[src/rtl/ucd_pkg.sv]
`timescale 1ns / 1ps
// ----------------------------------------------------------------------------
// UTF-8 decoder package
// Shared types, constants and the sequence-length function.
// ----------------------------------------------------------------------------
package ucd_pkg;

  localparam int WinDepth = 4;

  localparam logic [20:0] REPL_CP = 21'h00FFFD;

  typedef logic [2:0] cnt_t;
  typedef logic [7:0] octet_t;
  typedef logic [WinDepth-1:0][7:0] win_t;

  typedef struct packed {
    logic [7:0] text_byte;
    logic       final_byte;
  } in_item_t;

  typedef struct packed {
    logic [20:0] code_point;
    logic        run_end;
    logic        text_end;
  } out_item_t;

  // one result offered by the window to the output register
  typedef struct packed {
    logic      valid;
    out_item_t item;
  } emit_t;

  // sequence length from the lead byte
  function automatic cnt_t seq_len(input octet_t lead);
    cnt_t len;
    priority if (lead >= 8'hF0) begin
      len = 3'd4;
    end else if (lead >= 8'hE0) begin
      len = 3'd3;
    end else if (lead >= 8'hC0) begin
      len = 3'd2;
    end else begin
      len = 3'd1;
    end
    return len;
  endfunction

endpackage

[src/rtl/ucd_seq_dec.sv]
`timescale 1ns / 1ps
// ----------------------------------------------------------------------------
// UTF-8 head sequence decoder
// Decodes the sequence that starts at the head of the window: length,
// well-formedness of lead and continuation bytes, and the assembled value.
// ----------------------------------------------------------------------------
module ucd_seq_dec
  import ucd_pkg::*;
(
  input  win_t        win,
  output cnt_t        len,
  output logic        well_formed,
  output logic [20:0] cp
);

  logic lead_ok;
  logic [3:1] cont_ok;

  always_comb begin
    len     = seq_len(win[0]);
    lead_ok = (win[0][7:6] != 2'b10);
    for (int i = 1; i < WinDepth; i++) begin
      cont_ok[i] = (win[i][7:6] == 2'b10);
    end
    well_formed = lead_ok
                  && (len < 3'd2 || cont_ok[1])
                  && (len < 3'd3 || cont_ok[2])
                  && (len < 3'd4 || cont_ok[3]);

    unique case (len)
      3'd4:    cp = {win[0][2:0], win[1][5:0], win[2][5:0], win[3][5:0]};
      3'd3:    cp = {5'd0, win[0][3:0], win[1][5:0], win[2][5:0]};
      3'd2:    cp = {10'd0, win[0][4:0], win[1][5:0]};
      default: cp = {13'd0, win[0]};
    endcase
  end

endmodule

[src/rtl/ucd_window.sv]
`timescale 1ns / 1ps
// ----------------------------------------------------------------------------
// UTF-8 pending byte window
// Holds the bytes of the pending sequence, offers one result per cycle while the
// output register has room, and takes a new byte once the current byte's results are all out.
// ----------------------------------------------------------------------------
module ucd_window
  import ucd_pkg::*;
(
  input  logic     clk,
  input  logic     rst_n,
  input  logic     in_valid,
  output logic     in_ready,
  input  in_item_t in_data,
  input  logic     slot_free,
  output emit_t    emit
);

  win_t win_r, win_nxt;
  cnt_t cnt_r, cnt_nxt;
  logic fin_r, fin_nxt;

  cnt_t        head_len;
  logic        head_ok;
  logic [20:0] head_cp;

  logic complete, busy, emit_fire, accept, rem_busy;
  cnt_t drop, post_cnt, base_cnt;
  win_t shifted, base_win;
  logic [2:0] src;

  ucd_seq_dec u_head_dec (
    .win         (win_r),
    .len         (head_len),
    .well_formed (head_ok),
    .cp          (head_cp)
  );

  always_comb begin
    complete  = (head_len <= cnt_r);
    busy      = (cnt_r != 3'd0) && (complete || fin_r);
    emit_fire = busy && slot_free;
    drop      = head_ok ? head_len : 3'd1;

    // window as it stands after the head result goes out
    for (int k = 0; k < WinDepth; k++) begin
      src = 3'(k) + drop;
      shifted[k] = (src < 3'(WinDepth)) ? win_r[src[1:0]] : 8'h00;
    end
    // truncated sequence at end of text flushes the window
    post_cnt = complete ? (cnt_r - drop) : 3'd0;
    rem_busy = (post_cnt != 3'd0) && ((seq_len(shifted[0]) <= post_cnt) || fin_r);

    in_ready = !busy || (slot_free && !rem_busy);
    accept   = in_valid && in_ready;

    base_win = emit_fire ? shifted : win_r;
    base_cnt = emit_fire ? post_cnt : cnt_r;

    win_nxt = base_win;
    cnt_nxt = base_cnt;
    fin_nxt = fin_r;
    if (accept) begin
      win_nxt[base_cnt[1:0]] = in_data.text_byte;
      cnt_nxt = base_cnt + 3'd1;
      fin_nxt = in_data.final_byte;
    end

    emit.valid           = busy;
    emit.item.code_point = (complete && head_ok) ? head_cp : REPL_CP;
    emit.item.run_end    = !rem_busy;
    emit.item.text_end   = !rem_busy && fin_r;
  end

  always_ff @(posedge clk) begin
    if (!rst_n) begin
      cnt_r <= 3'd0;
      fin_r <= 1'b0;
    end else begin
      cnt_r <= cnt_nxt;
      fin_r <= fin_nxt;
    end
  end

  always_ff @(posedge clk) begin
    win_r <= win_nxt;
  end

  a_cnt_range: assert property (@(posedge clk) disable iff (!rst_n)
    cnt_r <= 3'(WinDepth))
    else $error("window count out of range");

  a_append_fits: assert property (@(posedge clk) disable iff (!rst_n)
    accept |-> base_cnt < 3'(WinDepth))
    else $error("byte appended to a full window");

  a_text_flush: assert property (@(posedge clk) disable iff (!rst_n)
    (emit_fire && fin_r && !rem_busy && !accept) |=> cnt_r == 3'd0)
    else $error("window not empty after end of text");

  a_stall_blocks: assert property (@(posedge clk) disable iff (!rst_n)
    (busy && !slot_free) |-> !in_ready)
    else $error("byte taken while a result is blocked");

endmodule

[src/rtl/utf8_codepoint_decoder_unit.sv]
`timescale 1ns / 1ps
// ----------------------------------------------------------------------------
// UTF-8 code point decoder
// Turns a UTF-8 byte stream into code points, U+FFFD for malformed input.
// ----------------------------------------------------------------------------
// Input channel (in_valid/in_ready/in_data): one text byte per transaction,
// final_byte marks the last byte of a text. Output channel
// (out_valid/out_ready/out_data): one code point per transaction, run_end on
// the last result of an input byte, text_end on the last result of a text.
// A byte that does not finish a sequence or a text produces no result.
// A byte is written into the pending window register when it is accepted, and its
// first result passes into the output register once that register is free.
// Throughput: one byte per cycle while each byte yields at most one result and
// the output register is free; a byte that yields several results (bad
// continuation resync, truncated tail) holds the input until the extra results
// are out, since the output register takes one result per cycle.
// A stalled receiver does not block bytes that only extend a pending
// sequence; a ready result waits in the output register.
// Reset (synchronous, rst_n low) empties the window and the output register.
// ----------------------------------------------------------------------------
module utf8_codepoint_decoder_unit
  import ucd_pkg::*;
(
  input  logic      clk,
  input  logic      rst_n,
  input  logic      in_valid,
  output logic      in_ready,
  input  in_item_t  in_data,
  output logic      out_valid,
  input  logic      out_ready,
  output out_item_t out_data
);

  emit_t     emit;
  logic      slot_free;
  logic      take;
  logic      out_valid_r, out_valid_nxt;
  out_item_t out_data_r, out_data_nxt;

  ucd_window u_window (
    .clk       (clk),
    .rst_n     (rst_n),
    .in_valid  (in_valid),
    .in_ready  (in_ready),
    .in_data   (in_data),
    .slot_free (slot_free),
    .emit      (emit)
  );

  always_comb begin
    slot_free     = !out_valid_r || out_ready;
    take          = emit.valid && slot_free;
    out_valid_nxt = take || (out_valid_r && !out_ready);
    out_data_nxt  = take ? emit.item : out_data_r;
  end

  always_ff @(posedge clk) begin
    if (!rst_n) begin
      out_valid_r <= 1'b0;
    end else begin
      out_valid_r <= out_valid_nxt;
    end
  end

  always_ff @(posedge clk) begin
    out_data_r <= out_data_nxt;
  end

  assign out_valid = out_valid_r;
  assign out_data  = out_data_r;

endmodule
[config.mk]
export PLATFORM = sky130hd
export DESIGN_NAME = utf8_codepoint_decoder_unit
export DESIGN_NICKNAME = d
export VERILOG_FILES = /design/src/rtl/ucd_pkg.sv /design/src/rtl/ucd_seq_dec.sv /design/src/rtl/ucd_window.sv /design/src/rtl/utf8_codepoint_decoder_unit.sv
export SDC_FILE = /design/constraint.sdc
export NUM_CORES = 1
export LEC_CHECK = 0
export ABC_CLOCK_PERIOD_IN_PS = 4900
export BUFFER_PORTS_ARGS = -buffer_cell sky130_fd_sc_hd__buf_4
export CAP_MARGIN = 20
export CORE_ASPECT_RATIO = 0.6
export CORE_MARGIN = 2
export CORE_UTILIZATION = 54
export DETAILED_ROUTE_END_ITERATION = 10
export MAX_ROUTING_LAYER = met4
export PLACE_DENSITY = 0.75
export SYNTH_ARGS = -nofsm -noshare
export SYNTH_HDL_FRONTEND = slang
export SYNTH_SLANG_ARGS = --single-unit
[constraint.sdc]
create_clock -name clk -period 4.9 [get_ports clk]
set_clock_uncertainty 0.1 [all_clocks]
set_input_delay 0.49 -clock clk [delete_from_list [all_inputs] [get_ports clk]]
set_output_delay 0.49 -clock clk [all_outputs]
set_load 0.01 [all_outputs]
==> impl_metrics.py <==
metrics = {
    "worst_setup_path": {
        "crit_chain": "nand4_1 > inv_1 > a222oi_1 > buf_4 > and3_1 > o221ai_1 > a211o_1 > and3b_1 > ha_1 > a31oi_1 > o21ai_1 > o2111a_1 > nor3b_4 > mux2_2",
        "cp_slowest_stage_delay_ps": 620,
        "worst-setup-path-type": "flop to flop",
        "startpoint_type": "flop",
        "critical_path_buf_inv_count": 2,
        "worstSetupEndpointType": "flop",
        "worst_ep_arrival_time_ps": 4720,
        "critPathMaxFanout": 12,
        "crit_slowest_cell": "nor3b_4",
        "crit_family": "compound AO/OA/AOI/OAI gates",
        "cp.required_ps": 5020,
    },
    "yosys": {
        "avgSynthCellArea_sq_um": 9.69,
        "synth_top_area_share": 0.183,
        "synthDistinctLibCells": 62,
        "synth_nets": 445,
        "synth_edf_count": 23,
        "yosysTopAreaCell": "dfxtp_1",
        "ys_ff_latch": 60,
        "syn_inst": 418,
        "syn-cell-area_sq_um": 4050,
        "yosysSeqAreaShare": 0.353,
        "synth.area.top_cells": "dfxtp_1, edfxtp_1, mux2_2",
        "yosysWarnings": 0,
        "async_flop_share": 0,
        "synth-main-ff-cell": "dfxtp_1",
    },
    "global_route": {
        "grt-ovfl-total": 0,
        "track_usage": 0.295,
        "grt_pass1_vias": 3203,
        "grt_max_degree": 34,
        "grt_pass1_wl_um": 17500,
        "antenna_found_initial": 0,
    },
    "timing": {
        "setup_violations": 0,
        "fin_crit_sh": 0.939,
        "period_minus_slack_ps": 4600,
        "worst_slack_ps": 301,
        "hold_viol": 0,
        "worstMarginPinSlew_ps": 895,
        "slew_headroom": 0.403,
        "slew_viol_final": 0,
        "tns_ps": 0,
        "fmax_ghz": 0.217,
    },
    "run_status": {
        "status": "finished clean",
    },
    "die": {
        "dieArea_sq_um": 8230,
        "ioPinCount": 38,
        "die_x_um": 116,
        "rows": 24,
        "start_util": 0.558,
        "coreArea_sq_um": 7270,
        "die_y_um": 71.1,
    },
    "place": {
        "place.gp.congestion": 0.952,
        "dp_hpwl_um": 7740,
        "placed_cells": 547,
        "place_ws_ps": 381,
        "io_buffer_count": 37,
    },
    "cts": {
        "htreeDepth": 3,
        "clkTransAtPathRegs_ps": 50,
        "clock_sinks": 60,
        "cts_buffers": 9,
        "cts_tree": "built",
        "root_buffer": "clkbuf_16",
        "clk_path_buf_depth": 2,
        "clk_latency_ps": 340,
        "cts_hold_buf": 0,
    },
    "drt": {
        "drc_errors": 0,
        "dr_wl_met3_um": 1560,
        "dr.max_layer_used": "met4",
        "vias": 3670,
        "wl_met2_um": 4390,
        "routed_wl_um": 11300,
        "routedWlPerCell_um": 19.8,
        "first_iter_violations": 576,
        "wl_met1_um": 5150,
        "ant_nets": 0,
        "routed_via_density": 6.44,
        "drtPass1Iterations": 5,
    },
    "final_layout": {
        "multiInputGateArea_sq_um": 2420,
        "fillers": 596,
        "area_growth_pct": 18.9,
        "seq_area_sq_um": 1430,
        "layout_commonest_cell": "buf_4",
        "fin_util": 0.663,
        "final_cells": 570,
        "num-nets-final": 488,
        "drive_gt1_frac": 0.245,
        "final_cell_mix": "buf_4, dfxtp_1, nand2_1, mux2_2",
        "n_antenna_cell": 0,
    },
    "job": {
        "drv_cap": 0,
    },
    "hold_path": {
        "hp-class": "input port to flop",
    },
}
area by class of cell:
cell class | count | share of cell area
multi-input cells | 309 | 0.502
clock buffers | 9 | 0.0467
clock inverters | 7 | 0.0169
flip-flops and latches | 60 | 0.297
well taps | 104 | 0.0270
inverters | 23 | 0.0179
repair buffers | 58 | 0.0919
layer usage:
| layer | vias up | global-route usage |
|---|---|---|
| met5 | - | - |
| met4 | 0 | 0.0939 |
| met1 | 1740 | 0.441 |
| met2 | 237 | 0.359 |
| met3 | 25 | 0.110 |
| li1 | 1668 | - |
cell usage after synthesis (all sizes together), types with 3 or more instances:
cell / number
inv: 21
a21boi: 4
nor3: 6
edfxtp: 23
mux4: 8
and2: 5
o31ai: 6
a21oi: 17
mux2: 28
or3: 3
buf: 11
dfxtp: 37
nor3b: 4
xnor2: 3
nor2: 21
nand4: 3
nand2: 32
and3: 23
a31oi: 7
ha: 13
a22o: 15
o21ai: 20
clkbuf: 15
nor2b: 6
nand2b: 7
mux2i: 19
o21a: 3
a211oi: 17
a211o: 6
path summary, 6_finish.rpt:
path	from	end	slack, ps	depth (start not counted)
setup / recovery	u_window.win_r[6]	u_window.win_r[18]	300	14
setup reg to reg	u_window.win_r[6]	u_window.win_r[18]	300	14
hold / removal	in_data[6]	u_window.win_r[13]	290	2
hold reg to reg	out_valid	out_valid	420	2
sequential cells by signal, summed over array words and instances, names as in the netlist:
signal          cells
u_window.win_r     32
out_data           23
u_window.cnt_r      3
u_window.fin_r      1
out_valid           1
worst reg2reg max path, cell delays in order (launching register included):
cell and delay (ps):
dfxtp_1 410, nand4_1 220, inv_1 140, a222oi_1 530, buf_4 250, and3_1 180
o221ai_1 140, a211o_1 380, and3b_1 230, ha_1 240, a31oi_1 170, o21ai_1 100
o2111a_1 360, nor3b_4 620, mux2_2 410
repair_timing:
action / in CTS / in global routing
setup buffers: 0 / 5
setup endpoints to repair: 0 / 14
gates resized for setup: 0 / 1
metrics by stage:
stage          area (sq um)  hold WS (ps)
6_report               4820           290
5_1_grt                4820           280
2_1_floorplan          4050           375
3_3_place_gp           4450           395
3_5_place_dp           4450           402
4_1_cts                4760           282
cell families (layout without fill, tap and decap cells):
family,count (synthesis),in the layout,synth area share
simple gates,116,116,0.159
fa+ha+maj,14,14,0.0451
xor+xnor,4,4,0.00865
flops,60,60,0.353
buf+inv,49,97,0.0491
compound gates,120,120,0.216
mux,55,55,0.169
Power is left out: the tool's default activity adds up to more than one toggle a clock period on the data nets, which glitch-free logic cannot reach.
